[src/rtl/lzd_pkg.sv]
// Shared types and constants for the LZ77 byte decompressor.
package lzd_pkg;

	// Default history size in bytes.
	localparam int unsigned WINDOW_BYTES_DEF = 4096;

	// Token format constants.
	localparam int unsigned OFFSET_W = 12;
	localparam int unsigned COUNT_W  = 5;
	localparam logic [COUNT_W-1:0] COUNT_BIAS = 5'd3;
	localparam logic [3:0] FLAGS_PER_BYTE = 4'd8;

	// Work handed from the parser to the copy engine.
	typedef enum logic [1:0] {
		CMD_NONE = 2'd0,
		CMD_LIT  = 2'd1,
		CMD_COPY = 2'd2
	} cmd_kind_t;

	typedef struct packed {
		cmd_kind_t             kind;
		logic [7:0]            lit;
		logic [OFFSET_W-1:0]   offset;
		logic [COUNT_W-1:0]    count;
	} lzd_cmd_t;

endpackage

[src/rtl/lzd_parser.sv]
// Header, flag and token parser with the remaining-length counter.
module lzd_parser
	import lzd_pkg::*;
(
	input  logic       clk,
	input  logic       arst_n,
	input  logic       accept,
	input  logic [7:0] in_byte,
	input  logic       start_req,
	input  logic       emit,
	output lzd_cmd_t   cmd,
	output logic       rem_last
);

	typedef enum logic [3:0] {
		PH_IDLE   = 4'b0001,
		PH_HEADER = 4'b0010,
		PH_BODY   = 4'b0100,
		PH_TOKEN2 = 4'b1000
	} phase_t;

	phase_t      phase_q;
	phase_t      phase_eff;
	logic [1:0]  hdr_cnt_q;
	logic [23:0] rem_q;
	logic [7:0]  flag_bits_q;
	logic [3:0]  flags_left_q;
	logic [7:0]  token_high_q;

	// A body phase with nothing left to produce behaves as idle.
	always_comb begin
		phase_eff = phase_q;
		if (phase_q == PH_BODY && rem_q == 24'd0) begin
			phase_eff = PH_IDLE;
		end
	end

	assign rem_last = (rem_q == 24'd1);

	// Command for the engine, raised only on an accepted request.
	always_comb begin
		cmd.kind   = CMD_NONE;
		cmd.lit    = in_byte;
		cmd.offset = {token_high_q[3:0], in_byte};
		cmd.count  = COUNT_W'(token_high_q[7:4]) + COUNT_BIAS;
		if (accept && !start_req) begin
			if (phase_eff == PH_BODY && flags_left_q != 4'd0 && !flag_bits_q[7]) begin
				cmd.kind = CMD_LIT;
			end else if (phase_eff == PH_TOKEN2) begin
				cmd.kind = CMD_COPY;
			end
		end
	end

	// Parser state update.
	always_ff @(posedge clk or negedge arst_n) begin
		if (!arst_n) begin
			phase_q      <= PH_IDLE;
			hdr_cnt_q    <= 2'd0;
			rem_q        <= 24'd0;
			flag_bits_q  <= 8'd0;
			flags_left_q <= 4'd0;
			token_high_q <= 8'd0;
		end else if (accept) begin
			if (start_req) begin
				phase_q      <= PH_HEADER;
				hdr_cnt_q    <= 2'd0;
				rem_q        <= 24'd0;
				flag_bits_q  <= 8'd0;
				flags_left_q <= 4'd0;
			end else begin
				unique case (phase_eff)
					PH_IDLE: begin
					end
					PH_HEADER: begin
						unique case (hdr_cnt_q)
							2'd0:    rem_q[7:0]   <= in_byte;
							2'd1:    rem_q[15:8]  <= in_byte;
							default: rem_q[23:16] <= in_byte;
						endcase
						if (hdr_cnt_q >= 2'd2) begin
							hdr_cnt_q    <= 2'd0;
							flags_left_q <= 4'd0;
							phase_q      <= PH_BODY;
						end else begin
							hdr_cnt_q <= hdr_cnt_q + 2'd1;
						end
					end
					PH_BODY: begin
						if (flags_left_q == 4'd0) begin
							flag_bits_q  <= in_byte;
							flags_left_q <= FLAGS_PER_BYTE;
						end else if (!flag_bits_q[7]) begin
							flag_bits_q  <= {flag_bits_q[6:0], 1'b0};
							flags_left_q <= flags_left_q - 4'd1;
						end else begin
							token_high_q <= in_byte;
							phase_q      <= PH_TOKEN2;
						end
					end
					PH_TOKEN2: begin
						flag_bits_q  <= {flag_bits_q[6:0], 1'b0};
						flags_left_q <= flags_left_q - 4'd1;
						phase_q      <= PH_BODY;
					end
					default: begin
					end
				endcase
			end
		end else if (emit) begin
			rem_q <= rem_q - 24'd1;
		end
	end

endmodule

[config.mk]
export PLATFORM = sky130hd
export DESIGN_NAME = lzd_parser
export DESIGN_NICKNAME = d
export VERILOG_FILES = /design/src/rtl/lzd_pkg.sv /design/src/rtl/lzd_parser.sv
export SDC_FILE = /design/constraint.sdc
export NUM_CORES = 1
export LEC_CHECK = 0
export BUFFER_PORTS_ARGS = -buffer_cell sky130_fd_sc_hd__buf_2
export CORE_MARGIN = 5
export CORE_UTILIZATION = 55
export CTS_CLUSTER_SIZE = 8
export DETAILED_ROUTE_END_ITERATION = 8
export PLACE_DENSITY = 0.77
export SYNTH_ARGS = -nofsm -noshare
export SYNTH_HDL_FRONTEND = slang
export SYNTH_SLANG_ARGS = --single-unit
[constraint.sdc]
create_clock -name clk -period 6.7 [get_ports clk]
set_input_delay 1.34 -clock clk [delete_from_list [all_inputs] [get_ports clk]]
set_output_delay 1.34 -clock clk [all_outputs]
set_load 0.01 [all_outputs]
# After elaboration in Yosys (flattened, before gate mapping)
# Index checks and enable logic that the tools add are counted.
word_totals:
  word_cells: 82
  input_bits: 13
  reg_bits: 50
  out_inout_bits: 28
op_classes:
  bitwise: 2
  mux: 28
  order_cmp: 1
  reduce_logical: 24
  addsub: 4
  n_eq_ne: 14
op_table:
  columns: ["op", "n"]
  rows:
  - ["two-way mux 24 bit", 4]
  - ["two-way mux 8 bit", 6]
  - ["two-way mux 4 bit", 9]
  - ["equality test 24 x 1 -> 1 bit, second input constant", 1]
  - ["logical NOT 24 bit", 1]
  - ["one-hot mux 4 bit (3 select lines)", 2]
  - ["subtractor 24 x 1 -> 24 bit, second input constant", 1]
  - ["one-hot mux 8 bit (2 select lines)", 1]
  - ["two-way mux 2 bit", 6]
  - ["AND reduction 3 bit", 4]
  - ["AND reduction 5 bit", 2]
  - ["inequality test 3 x 1 -> 1 bit, second input constant", 3]
  - ["inequality test 3 bit, second input constant", 3]
  - ["equality test 4 x 3 -> 1 bit, second input constant", 2]
  - ["nonzero test 4 bit", 2]
  - ["adder 4 x 2 -> 5 bit, second input constant", 1]
  - ["equality test 4 x 2 -> 1 bit, second input constant", 1]
  - ["equality test 4 bit, second input constant", 1]
  - ["logical AND 1 bit", 4]
  - ["logical NOT 4 bit", 1]
  - ["inequality test 4 x 3 -> 1 bit, second input constant", 1]
  - ["AND reduction 2 bit", 2]
  - ["AND reduction 4 bit", 1]
  - ["nonzero test 2 bit", 2]
  - ["other kinds (10)", 12]

# Longest topological paths before layout
depth:
  ltp_word: 8
  depth_mapped: 10
  ltp_nobuf: 8

# Worst setup path after synthesis
# OpenSTA, ideal clock, no wires.
synth_timing:
  kind: "input -> output"
  start: "input port start_req"
  end: "output port cmd[25] (netlist bit)"
  arrival_time_ns: 1.866
  t_required_ns: 5.360
  path_buffers: 0
  stages: 2
  path_slack_ns: 3.494
  cell_sequence: "nand2b_1 nor4_1"
synth_lines:
  columns: ["element", "line_no", "source"]
  rows:
  - ["from (decl)", "lzd_parser.sv:9", "input logic start_req,"]
  - ["to (decl)", "lzd_parser.sv:11", "output lzd_cmd_t cmd,"]

==> out/metrics.csv <==
metric,value,unit
grt_pass1_vias,2568,
grtUsageTotal,21.0,%
wl_per_cell,16.8,um
p_per_area,306,nW/um2
fin_crit_sh,59.3,%
synthSimpleGateAreaFrac,18.4,%
ys_async_sr_fraction,100,%
holdPathEnd,flag_bits_q[1],
arrival,2.63,ns
grt_max_degree,51,
cts.sinks,50,
synth_mux_area_share,5.16,%
grt_pass1_wl,12.3,mm
hold_viol,0,
grt_overflow,0,
report.final.slew_viol_count,0,
setup_violations,0,
syn_nets,360,
synth-compound-area-share,24.2,%
synthFlopType,dfrtp_1,
cts_tree,built,
diodes,0,
power.total,1.01,mW
ir_drop,0.160,mV
synth_warnings,0,
final_nets,376,
ant_nets,0,
first_iter_violations,227,
synth_top_family_by_area,compound AO/OA/AOI/OAI gates,
holdPathStages,1,
status,"complete, no violations",
dp.final_hpwl,5.11,mm
cts_inserted_buffers,5,
hold_class,reg -> reg,
cts_max_level,2,
fin_ws,2.73,ns
clockRootBuffer,clkbuf_8,
fmax,252,MHz
r2r-end,flag_bits_q[3],
synth-seq-cells,50,
drive_gt1_share,19.2,%
via_count,2601,
r2r_start,rem_q[0],
yosysUniqueCellTypes,54,
hold_buffers,0,
clkTransAtPathRegs,0.09,ns
required,5.36,ns
path_class,reg -> out,
fin_skew,0.00869,ns
reg2reg_slack,3.61,ns
die_w,84.8,um
crit_path_end_kind,output port,
cap_violations,0,
hold_start,flag_bits_q[1],
syn_to_final_growth,6.86,%
firstDrtPassIters,4,
clk_latency,0.31,ns
p_leak,1.43,nW
drc,0,
most-common-layout-cells,"dfrtp_1 (49), o21ai_0 (42), buf_2 (40), nor2_1 (36), a21oi_1 (25)",
place.gp.congestion,0.861,
synth-xor-area-share,0.853,%
io_pins,41,
vias_per_cell,6.03,
reg2regPathDepth,8,
io_buffers,40,
final_common_cell,dfrtp_1,
synth-seq-area-share,40.7,%
fin_crit,3.97,ns
cts_resized,0,
antenna_found_initial,0,
rsz0062_at_grt,no,
synthAdderAreaFrac,2.03,%
syn_inst,342,
post-cts-setup-buffers,0,
syn_avg_cell_area,9.01,um2
synth_edf_count,0,
rows,27,
finalWirelength,7.24,mm
slew_headroom,34.6,%
final.setup.tns,0,ns
core,5470,um2
crit_fanout,11,
critPathLaunchType,flip-flop,
seq_area,1250,um2
tightest_slew,0.974,ns
pre_cts_slack,2.83,ns
netlist_area,3080,um2
n_fill_cell,485,
cts_buffer_depth,2,
die_h,84.8,um
start_util,56.3,%
multi_input_area,1560,um2
dieArea,7200,um2
[how the worst max path moves through the flow]
stage,from,to,slack (ns),cells past startpoint
floorplan,start_req,cmd[25],3.49,2
global placement,accept,cmd[25],2.86,4
detailed placement,accept,cmd[25],2.83,4
CTS,rem_q[0],cmd[25],2.77,7
global route,rem_q[0],cmd[25],2.46,7
finish,rem_q[0],cmd[25],2.73,7
[report_power, final]
part           internal (mW)  leakage [nW]  switching [mW]  total (mW)
Combinational          0.145         0.732           0.216       0.361
Sequential             0.367         0.646          0.0628       0.430
Clock                  0.111        0.0504           0.107       0.218
[per-stage QoR]
step | utilization (%) | instances | hold slack, ns | cell area [um2]
floorplan | - | 342 | 0.451 | 3080
global placement | 58.1 | 423 | 0.461 | 3180
detailed placement | 58.1 | 423 | 0.473 | 3180
CTS | 60.2 | 431 | 0.495 | 3290
global route | 60.2 | 431 | 0.527 | 3290
finish | 60.2 | 431 | 0.496 | 3290
[Yosys cell counts (all sizes together), types with 3 or more instances]
cell type | n | area [um2]
a21o | 4 | 30.0
a21oi | 27 | 143
a22o | 5 | 43.8
a22oi | 5 | 37.5
a31oi | 6 | 37.5
and2 | 5 | 31.3
buf | 24 | 178
clkbuf | 10 | 37.5
dfrtp | 49 | 1230
ha | 5 | 62.6
inv | 14 | 52.6
mux2 | 7 | 78.8
mux2i | 8 | 80.1
nand2 | 18 | 67.6
nand2b | 6 | 37.5
nor2 | 36 | 135
nor3 | 12 | 60.1
nor3b | 3 | 22.5
nor4 | 8 | 65.1
o21ai | 44 | 231
o22ai | 3 | 18.8
o2bb2ai | 10 | 87.6
or3 | 5 | 41.3
xnor2 | 3 | 26.3
[layout make-up]
class	instances	area share (%)
repair buffers	43	6.77
well taps	72	2.74
multi-input cells	244	47.4
flip-flops and latches	50	38.0
inverters	14	1.60
clock inverters	3	1.37
clock buffers	5	2.09
[registers in the layout (all words and copies together) (netlist names)]
register / cells
flag_bits_q: 8
flags_left_q: 4
hdr_cnt_q: 2
phase_q: 4
rem_q: 24
token_high_q: 8
[cell families (layout without fill, tap and decap cells)]
group | count (synthesis) | in the layout
muxes | 15 | 15
buffers and inverters | 48 | 65
and+or+nand+nor | 105 | 105
DFF | 50 | 50
AOI/OAI and AO/OA | 116 | 116
adders and majority gates | 5 | 5
xor gates and xnor gates | 3 | 3
[metal layers]
metal	track usage (%)	up-vias	part of all wire, %
met5	0	-	0
met4	7.05	0	1.9
met3	2.91	17	5.3
met2	33.7	87	47
met1	29.3	1237	46
li1	-	1260	-
[worst max-delay path, cell delays in order, from the launching register on]
cell     delay (ns)
dfrtp_1        0.44
inv_1          0.12
ha_1           0.23
nor3b_1        0.43
nand2_1        0.32
o31ai_4        0.52
nor4_1         0.11
buf_2          0.17
(Power assumes the default switching activity.)
